==> src/design/refc_pkg.sv <==
// Shared types and constants for the reference-counted entry cache.
// No dependencies; imported by every module of the block.
package refc_pkg;

  localparam int ENTRIES_DEF = 64;
  localparam int GRP_SIZE    = 8;
  localparam int LOC_W       = 3;
  localparam int SLOT_W      = 6;
  localparam int DEV_W       = 8;
  localparam int OBJ_W       = 16;
  localparam int REF_W       = 16;
  localparam int STAT_W      = 2;

  localparam logic [REF_W-1:0] REF_MAX = '1;

  localparam logic CMD_GET = 1'b0;
  localparam logic CMD_PUT = 1'b1;

  localparam logic [STAT_W-1:0] STAT_OK    = 2'd0;
  localparam logic [STAT_W-1:0] STAT_FULL  = 2'd1;
  localparam logic [STAT_W-1:0] STAT_UNREF = 2'd2;
  localparam logic [STAT_W-1:0] STAT_SAT   = 2'd3;

  typedef enum logic [1:0] {
    ST_IDLE,
    ST_CMP,
    ST_GRP,
    ST_UPD
  } state_t;

  typedef struct packed {
    logic              cmd;
    logic [DEV_W-1:0]  dev;
    logic [OBJ_W-1:0]  obj;
    logic [SLOT_W-1:0] rel;
  } req_t;

  typedef struct packed {
    logic [REF_W-1:0] refs;
    logic             load_key;
    logic [DEV_W-1:0] dev;
    logic [OBJ_W-1:0] obj;
  } cwr_t;

  typedef struct packed {
    logic             hit_found;
    logic [LOC_W-1:0] hit_loc;
    logic             free_found;
    logic [LOC_W-1:0] free_loc;
    logic [REF_W-1:0] refs;
  } grp_t;

endpackage

==> src/design/refc_cell.sv <==
// One table slot: key, reference count and a registered compare result.
// Depends on refc_pkg.
module refc_cell #(
  parameter int IDX = 0
) (
  input  logic                            clk,
  input  logic                            rst_n,
  input  refc_pkg::req_t                  req,
  input  logic                            wr_en,
  input  refc_pkg::cwr_t                  wr,
  output logic                            match_r,
  output logic                            free_r,
  output logic [refc_pkg::REF_W-1:0]      refm_r
);
  import refc_pkg::*;

  localparam bit IN_RANGE = (IDX < (1 << SLOT_W));

  logic [DEV_W-1:0] dev_r;
  logic [OBJ_W-1:0] obj_r;
  logic [REF_W-1:0] refs_r;
  logic             match_nxt;

  always_comb begin
    if (req.cmd == CMD_GET) begin
      match_nxt = (refs_r != '0) && (dev_r == req.dev) && (obj_r == req.obj);
    end else begin
      match_nxt = IN_RANGE && (req.rel == SLOT_W'(IDX));
    end
  end

  always_ff @(posedge clk) begin
    if (!rst_n) begin
      refs_r <= '0;
    end else if (wr_en) begin
      refs_r <= wr.refs;
    end
  end

  always_ff @(posedge clk) begin
    if (wr_en && wr.load_key) begin
      dev_r <= wr.dev;
      obj_r <= wr.obj;
    end
    match_r <= match_nxt;
    free_r  <= (refs_r == '0);
    refm_r  <= match_nxt ? refs_r : '0;
  end

endmodule

==> config.mk <==
export PLATFORM = sky130hd
export DESIGN_NAME = refc_cell
export DESIGN_NICKNAME = d
export VERILOG_FILES = /design/src/design/refc_pkg.sv /design/src/design/refc_cell.sv
export SDC_FILE = /design/constraint.sdc
export NUM_CORES = 1
export LEC_CHECK = 0
export ABC_CLOCK_PERIOD_IN_PS = 4300
export BUFFER_PORTS_ARGS = -buffer_cell sky130_fd_sc_hd__buf_2
export CAP_MARGIN = 0
export CORE_MARGIN = 4
export CORE_UTILIZATION = 35
export CTS_CLUSTER_SIZE = 30
export DETAILED_ROUTE_END_ITERATION = 10
export SYNTH_ARGS = -nofsm -noshare
export SYNTH_HDL_FRONTEND = slang
export SYNTH_SLANG_ARGS = --single-unit
==> constraint.sdc <==
create_clock -name clk -period 4.3 [get_ports clk]
set_input_delay 0.86 -clock clk [delete_from_list [all_inputs] [get_ports clk]]
set_output_delay 0.86 -clock clk [all_outputs]
set_load 0.01 [all_outputs]
Yosys cells after proc, flatten, opt, wreduce, memory -nomap -nowiden
Index checks and enable logic that the tools add are counted.
Operators by class
  $add $sub $neg: 0
  $mul: 0
  divide/modulo/power cells: 0
  magnitude comparators: 0
  equality and inequality tests: 2
  shifts and indexed selects: 0
  mux-type cells: 1
  bitwise logic cells: 0
  reduce and logical (&&, ||, !) cells: 6
Operators with widths (count)
  equality test 16 bit: 1
  logical NOT 16 bit: 1
  nonzero test 16 bit: 1
  equality test 8 bit: 1
  logical NOT 6 bit: 1
  logical AND 1 bit: 3
  2-to-1 mux 1 bit: 1
Storage, ports and cells
  register bits after elaboration: 58
  latch bits: 0
  RAM bits: 0
  memory bits (read-only): 0
  input bits: 75
  output and inout bits: 18
  word-level logic and storage cells: 15
  memories: 0

Longest topological paths before layout
Gate-level depths: netlist of run 1.
  word-level depth: 4
  depth in mapped cells: 6
  depth with buffers taken out: 5

Worst setup path after synthesis of run 1
OpenSTA, ideal clock, no wires.
  kind: input port to flip-flop
  start point: input port wr_en
  end point: register dev_r[0] (enable)
  setup time: 383 ps
  arrival time: 2194 ps
  data required time: 3917 ps
  setup slack: 1724 ps
  stages: 3
  buffers on the path: 2
  cells stage by stage: clkbuf_1 buf_2 and2_1
On the way
  longest elaborated chain between the ends: 1
RTL lines
  start, declared: line refc_cell.sv:9  | input logic wr_en,
  logical AND 1 bit: line refc_cell.sv:41  | if (wr_en && wr.load_key) begin
  end signal, assigned: line refc_cell.sv:42  | dev_r <= wr.dev;
  end, declared: line refc_cell.sv:19  | logic [DEV_W-1:0] dev_r;
No other way between the ends.
A chain may end at the register's enable or synchronous reset.

Final worst setup path of run 1
  start point: input port wr_en
  end point: register dev_r[5] (enable)
The elaborated chain is that of the path after synthesis.

==> run_results.csv, run 1 <==
group,metric,value,unit
status,status,"complete, no violations",
worst_setup_path,crit_slowest_cell,"and2_1",
timing,min_period,2216,ps
timing,fmaxAchievable,451.3,MHz
worst_setup_path,required,4240,ps
clock_network,path_clk_slew,70,ps
timing,worst_pin_slew,1013,ps
global_routing,grt_start_max_net_pins,25,
timing,fin_hold_ws,486.9,ps
power,peakVddDrop,0.2025,mV
floorplan,num_rows,28,
timing,setup_viol,0,
worst_setup_path,endpoint_kind,"flop",
synthesis,synthDistinctLibCells,21,
synthesis,yosysTopAreaCell,"edfxtp_1",
clock_network,cts_tree,"done",
timing,report.final.slew_viol_count,0,
place,post-dp-hpwl,3229,um
timing,rsz0062_at_grt,"no",
synthesis,ys.flop_type,"dfxtp_1",
floorplan,start_util,36.12,%
synthesis,netlist.area_leader.share,33.70,%
power,p_leak,1.274,nW
worst_setup_path,cp.arrival,2160,ps
synthesis,async_flop_share,0,%
layout,most-common-layout-cells,"92 x buf_2, 34 x dfxtp_1, 24 x edfxtp_1",
detailed_routing,drtIter0Drc,59,
clock_network,holdBufCountCts,0,
global_routing,antenna_found_initial,0,
layout,fin_nets,327,
timing,hold_violations,0,
worst_setup_path,startpoint_type,"input port",
place,port_buffers,92,
detailed_routing,drt-total-wl,4385,um
detailed_routing,ant_nets,0,
detailed_routing,viasPerCell,4.346,
synthesis,synth_edf_count,24,
detailed_routing,vias,1443,
clock_network,clock_latency,330,ps
worst_setup_path,cpPeakStageDelay,880,ps
synthesis,synth_area_leaders,"edfxtp_1 34%, dfxtp_1 32%, mux2i_1 7.5%, xor2_1 5.3%, nor2b_1 4.7%",
layout,insertedDiodeCount,0,
layout,fillCellCount,573,
floorplan,die_height,86.16,um
clock_network,post_cts_buffers,0,
global_routing,grt_pass1_wl,6789,um
global_routing,track_usage,12.19,%
clock_network,clock-sinks,58,
timing,fin_crit_sh,51.53,%
synthesis,synthesis.nets,228,
synthesis,synth_warnings,0,
layout,drive_gt1_share,44.75,%
place,gp_congestion,0.7077,
global_routing,gr-total-overflow,0,
worst_setup_path,crit_fanout,24,
timing,timing.setup.tns,0,ps
run,maxCapViolations,0,
synthesis,ys_ff_latch,58,
layout,fin_cells,332,
floorplan,io_pins,93,
place,dp.cells,316,
synthesis,synth_area,2138,um2
worst_setup_path,crit_buf_inv,1,
synthesis,syn_area_per_cell,13.98,um2
layout,fin_area,2877,um2
clock_network,cts-htree-levels,3,
layout,area_delta_synth_final,34.52,%
timing,clock_skew,8.027,ps
detailed_routing,routedWlPerCell,13.21,um
synthesis,synthCells,153,
clock_network,root_buffer,"clkbuf_8",
clock_network,clockBufferDepth,2,
floorplan,core_area,5921,um2
hold_path,hp-class,"reg2reg",
layout,mostFrequentLayoutCell,"buf_2",
synthesis,synth_seq_area_share,65.54,%
detailed_routing,drc,0,
worst_setup_path,path_class,"in2reg",
worst_setup_path,cp_top_family,"simple AND/OR/NAND/NOR gates",
power,p_per_area,425.5,nW/um2
clock_network,cts_buffers,9,
floorplan,dieArea,7424,um2
detailed_routing,first_pass_iters,4,
clock_network,postCtsResizedCells,0,
worst_setup_path,path_cells,"buf_2 -> and2_1",
floorplan,die_w,86.16,um
timing,slew_headroom,32.49,%
global_routing,grt_pass1_vias,1503,
place,place_area,2669,um2
## worst paths after layout
| path | from | cells past startpoint | to | slack [ps] |
|---|---|---|---|---|
| hold reg to reg | refs_r[6]$_SDFFE_PN0P_ | 1 | refm_r[6]$_SDFF_PN0_ | 490 |
| setup / recovery | wr_en | 2 | dev_r[5]$_DFFE_PP_ | 2080 |
| hold / removal | refs_r[6]$_SDFFE_PN0P_ | 1 | refm_r[6]$_SDFF_PN0_ | 490 |
| setup reg to reg | refs_r[9]$_SDFFE_PN0P_ | 5 | refm_r[4]$_SDFF_PN0_ | 2450 |
## power breakdown
part	switching (mW)	total [mW]	internal (mW)	leakage, nW
sequential	0.0125	0.613	0.600	0.502
clock	0.202	0.521	0.319	0.102
combinational	0.0372	0.0900	0.0528	0.670
total	0.252	1.22	0.972	1.27
## state kept, by name (all words and copies together) (netlist names)
| register | flops |
|---|---|
| refm_r | 16 |
| dev_r | 8 |
| free_r | 1 |
| match_r | 1 |
| refs_r | 16 |
| obj_r | 16 |
## layout make-up
| type | instances | area, um2 | share of cell area [%] |
|---|---|---|---|
| sequential | 58 | 1401 | 48.72 |
| multi-input combinational | 91 | 713.2 | 24.79 |
| timing repair buffer | 92 | 460.4 | 16.01 |
| clock buffer | 9 | 123.9 | 4.306 |
| tap | 75 | 93.84 | 3.262 |
| clock inverter | 7 | 83.83 | 2.914 |
## cell families (layout without fill, tap and decap cells)
family / Yosys count / in the layout / share of synthesized area (%)
simple gates: 50 / 50 / 15.27
compound gates: 1 / 1 / 0.7609
mux: 16 / 16 / 7.490
buf+inv: 4 / 108 / 1.112
flops: 58 / 58 / 65.54
xor+xnor: 24 / 24 / 9.830
## synthesized netlist by cell type (all sizes together), types with 2 or more instances
master and n:
and2 17, edfxtp 24, xnor2 11, nor4 7
mux2i 16, clkbuf 2, nand4 3, xor2 13
dfxtp 34, nor2b 16, buf 2
## per-stage QoR
| step | worst slack (ps) | utilization [%] | power (mW) |
|---|---|---|---|
| after floorplan | 1724 | - | 0.6698 |
| after global placement | 1724 | 45.08 | 0.7156 |
| after detailed placement | 1689 | 45.08 | 0.7172 |
| after CTS | 2046 | 48.58 | 1.244 |
| after global routing | 1959 | 48.58 | 1.281 |
| final | 2084 | 48.58 | 1.224 |
## per-layer routing
metal  part of all wire [%]  routed length [um]  GRT usage (%)  up-vias
li1                       -                   -              -      726
met3                     11                 492          4.899        7
met1                     43                1886          14.67      644
met5                      0                   0              0        -
met2                     45                1957          18.64       66
met4                    1.1                  48          6.475        0
(Power assumes the default switching activity.)
==> run 2: changes to the inputs <==
--- a/config.mk
+++ b/config.mk
@@ -5,7 +5,7 @@
 export SDC_FILE = /design/constraint.sdc
 export NUM_CORES = 1
 export LEC_CHECK = 0
-export ABC_CLOCK_PERIOD_IN_PS = 4300
+export ABC_CLOCK_PERIOD_IN_PS = 1900
 export BUFFER_PORTS_ARGS = -buffer_cell sky130_fd_sc_hd__buf_2
 export CAP_MARGIN = 0
 export CORE_MARGIN = 4
==> constraint.sdc (replaced) <==
create_clock -name clk -period 1.9 [get_ports clk]
set_input_delay 0.38 -clock clk [delete_from_list [all_inputs] [get_ports clk]]
set_output_delay 0.38 -clock clk [all_outputs]
set_load 0.01 [all_outputs]
==> run 2 against run 1 <==
Final cell count grew 0.90%; first-iteration DRC count shrank 47%; core utilization grew 0.61 points; global-route usage grew 0.33 points; largest cell class unchanged; worst hold slack lost 260 ps; sequential share of layout area shrank 0.61 points; wire length grew 0.84%; cell area grew 1.3%; count of clock-buffer cells in the layout is the same; sequential power grew 130%; setup slack lost 1900 ps.
==> run_results.csv, run 2 (synthesis gave the netlist of run 1 again) <==
group,metric,value,unit
hold_path,worstHoldPathCells,1,
global_routing,grt_start_max_net_pins,25,
timing,clock_skew,5.920,ps
hold_path,hp-class,"in2reg",
clock_network,postCtsResizedCells,0,
floorplan,dieArea,7424,um2
timing,rsz0062_at_grt,"no",
detailed_routing,drt-total-wl,4422,um
worst_setup_path,ff2ff_setup_slack,210,ps
timing,min_period,1688,ps
layout,insertedDiodeCount,0,
place,port_buffers,92,
detailed_routing,viasPerCell,4.322,
worst_setup_path,path_class,"reg2reg",
clock_network,clock_latency,320,ps
worst_setup_path,cp.arrival,1960,ps
worst_setup_path,startpoint_type,"flop",
detailed_routing,ant_nets,0,
layout,drive_gt1_share,45.77,%
power,p_leak,1.293,nW
detailed_routing,drc,0,
place,gp_congestion,0.6927,
place,place_ws,63.16,ps
worst_setup_path,endpoint_kind,"flop",
timing,timing.setup.tns,0,ps
global_routing,gr-total-overflow,0,
worst_setup_path,crit_slowest_cell,"or4_4",
hold_path,min_to,"dev_r[2]$_DFFE_PP_",
layout,top_regs,"obj_r (16), refm_r (16), refs_r (16)",
global_routing,grt_pass1_vias,1504,
layout,mostFrequentLayoutCell,"buf_2",
timing,slew_headroom,74.86,%
detailed_routing,highest_layer,"met4",
timing,setup_viol,0,
clock_network,post_cts_buffers,0,
detailed_routing,met1_length,1895,um
power,p_per_area,951.3,nW/um2
timing,fmaxAchievable,592.3,MHz
layout,most-common-layout-cells,"92 x buf_2, 34 x dfxtp_1, 24 x edfxtp_1",
floorplan,die_w,86.16,um
detailed_routing,route.met2.wl,2023,um
layout,area_delta_synth_final,36.22,%
clock_network,root_buffer,"clkbuf_8",
worst_setup_path,r2r_start,"refs_r[9]$_SDFFE_PN0P_",
worst_setup_path,reg2reg_to,"refm_r[0]$_SDFF_PN0_",
worst_setup_path,cp.depth,6,
power,p_switching,0.5678,mW
timing,worst_pin_slew,373.6,ps
timing,report.final.slew_viol_count,0,
power,peakVddDrop,0.5034,mV
clock_network,cts_tree,"done",
layout,fin_util,49.20,%
clock_network,cts_buffers,9,
floorplan,core_area,5921,um2
power,p_comb_share,7.5,%
detailed_routing,vias,1448,
clock_network,cts-htree-levels,3,
floorplan,io_pins,93,
floorplan,start_util,36.12,%
global_routing,grt_pass1_wl,6900,um
timing,fin_crit_sh,88.86,%
floorplan,die_height,86.16,um
timing,hold_violations,0,
power,p_sw_share,20.49,%
worst_setup_path,crit_fanout,17,
global_routing,antenna_found_initial,0,
worst_setup_path,cpPeakStageDelay,550,ps
layout,fin_nets,330,
place,post-dp-hpwl,3332,um
clock_network,clock-sinks,58,
status,status,"complete, no violations",
detailed_routing,dr_wl_met3,433,um
power,seqPwrFrac,50.0,%
detailed_routing,routedWlPerCell,13.20,um
global_routing,track_usage,12.52,%
detailed_routing,drtIter0Drc,31,
power,p_clk_share,42.5,%
floorplan,num_rows,28,
timing,fin_ws,211.7,ps
hold_path,hp-start,"wr[18]",
run,maxCapViolations,0,
clock_network,path_clk_slew,60,ps
worst_setup_path,reg2reg_depth,6,
clock_network,holdBufCountCts,0,
power,p_int,2.203,mW
worst_setup_path,crit_buf_inv,1,
worst_setup_path,cp_top_family,"simple AND/OR/NAND/NOR gates",
detailed_routing,first_pass_iters,3,
worst_setup_path,required,2170,ps
worst_setup_path,path_cells,"nor4_1 -> and4_4 -> or4_4 -> o21ai_4 -> buf_12 -> and2_2",
clock_network,clockBufferDepth,2,
[run 2: cell count changes in the layout (fill, tap and decap cells not counted), sizes merged]
| cell | previous run | this run |
|---|---|---|
| buf | 92 | 95 |
[run 2: final cells by class]
type                            instances  area [um2]
Fill cell                             543        3008
Sequential cell                        58        1401
Multi-Input combinational cell         91       714.4
Timing Repair Buffer                   95       495.5
Clock buffer                            9       123.9
Tap cell                               75       93.84
Clock inverter                          7       83.83
[run 2: per-stage QoR]
step	hold WS [ps]	instance area (um2)	total power, mW	cells
finish	227.6	2913	2.771	335
global route	202.1	2913	2.901	335
CTS	212.3	2913	2.816	335
detailed placement	478.2	2705	1.626	319
global placement	473.0	2705	1.621	319
floorplan	452.3	2140	1.516	153
[run 2: worst max-delay path by stage]
stage,start,to
after detailed placement,req[13],refm_r[0]$_SDFF_PN0_
after floorplan,wr_en,dev_r[0]$_DFFE_PP_
after global routing,obj_r[6]$_DFFE_PP_,refm_r[0]$_SDFF_PN0_
final,refs_r[9]$_SDFFE_PN0P_,refm_r[0]$_SDFF_PN0_
after global placement,req[13],refm_r[3]$_SDFF_PN0_
after CTS,obj_r[6]$_DFFE_PP_,refm_r[8]$_SDFF_PN0_
[run 2: power by group through the flow]
stage / clock network, mW / registers (mW) / logic [mW]
after floorplan: 0 / 1.41 / 0.108
after global placement: 0 / 1.41 / 0.206
after global routing: 1.28 / 1.39 / 0.232
after CTS: 1.22 / 1.39 / 0.212
final: 1.18 / 1.39 / 0.208
after detailed placement: 0 / 1.41 / 0.212
[run 2: routing by layer]
| metal | global-route usage (%) | vias up |
|---|---|---|
| met5 | 0 | - |
| met3 | 4.803 | 8 |
| met4 | 6.475 | 0 |
| met1 | 14.31 | 642 |
| li1 | - | 734 |
| met2 | 20.25 | 64 |
[run 2: worst register-to-register path: stages (launching register included)]
cell,delay (ps)
dfxtp_1,360
nor4_1,70
and4_4,200
or4_4,550
o21ai_4,170
buf_12,150
and2_2,140
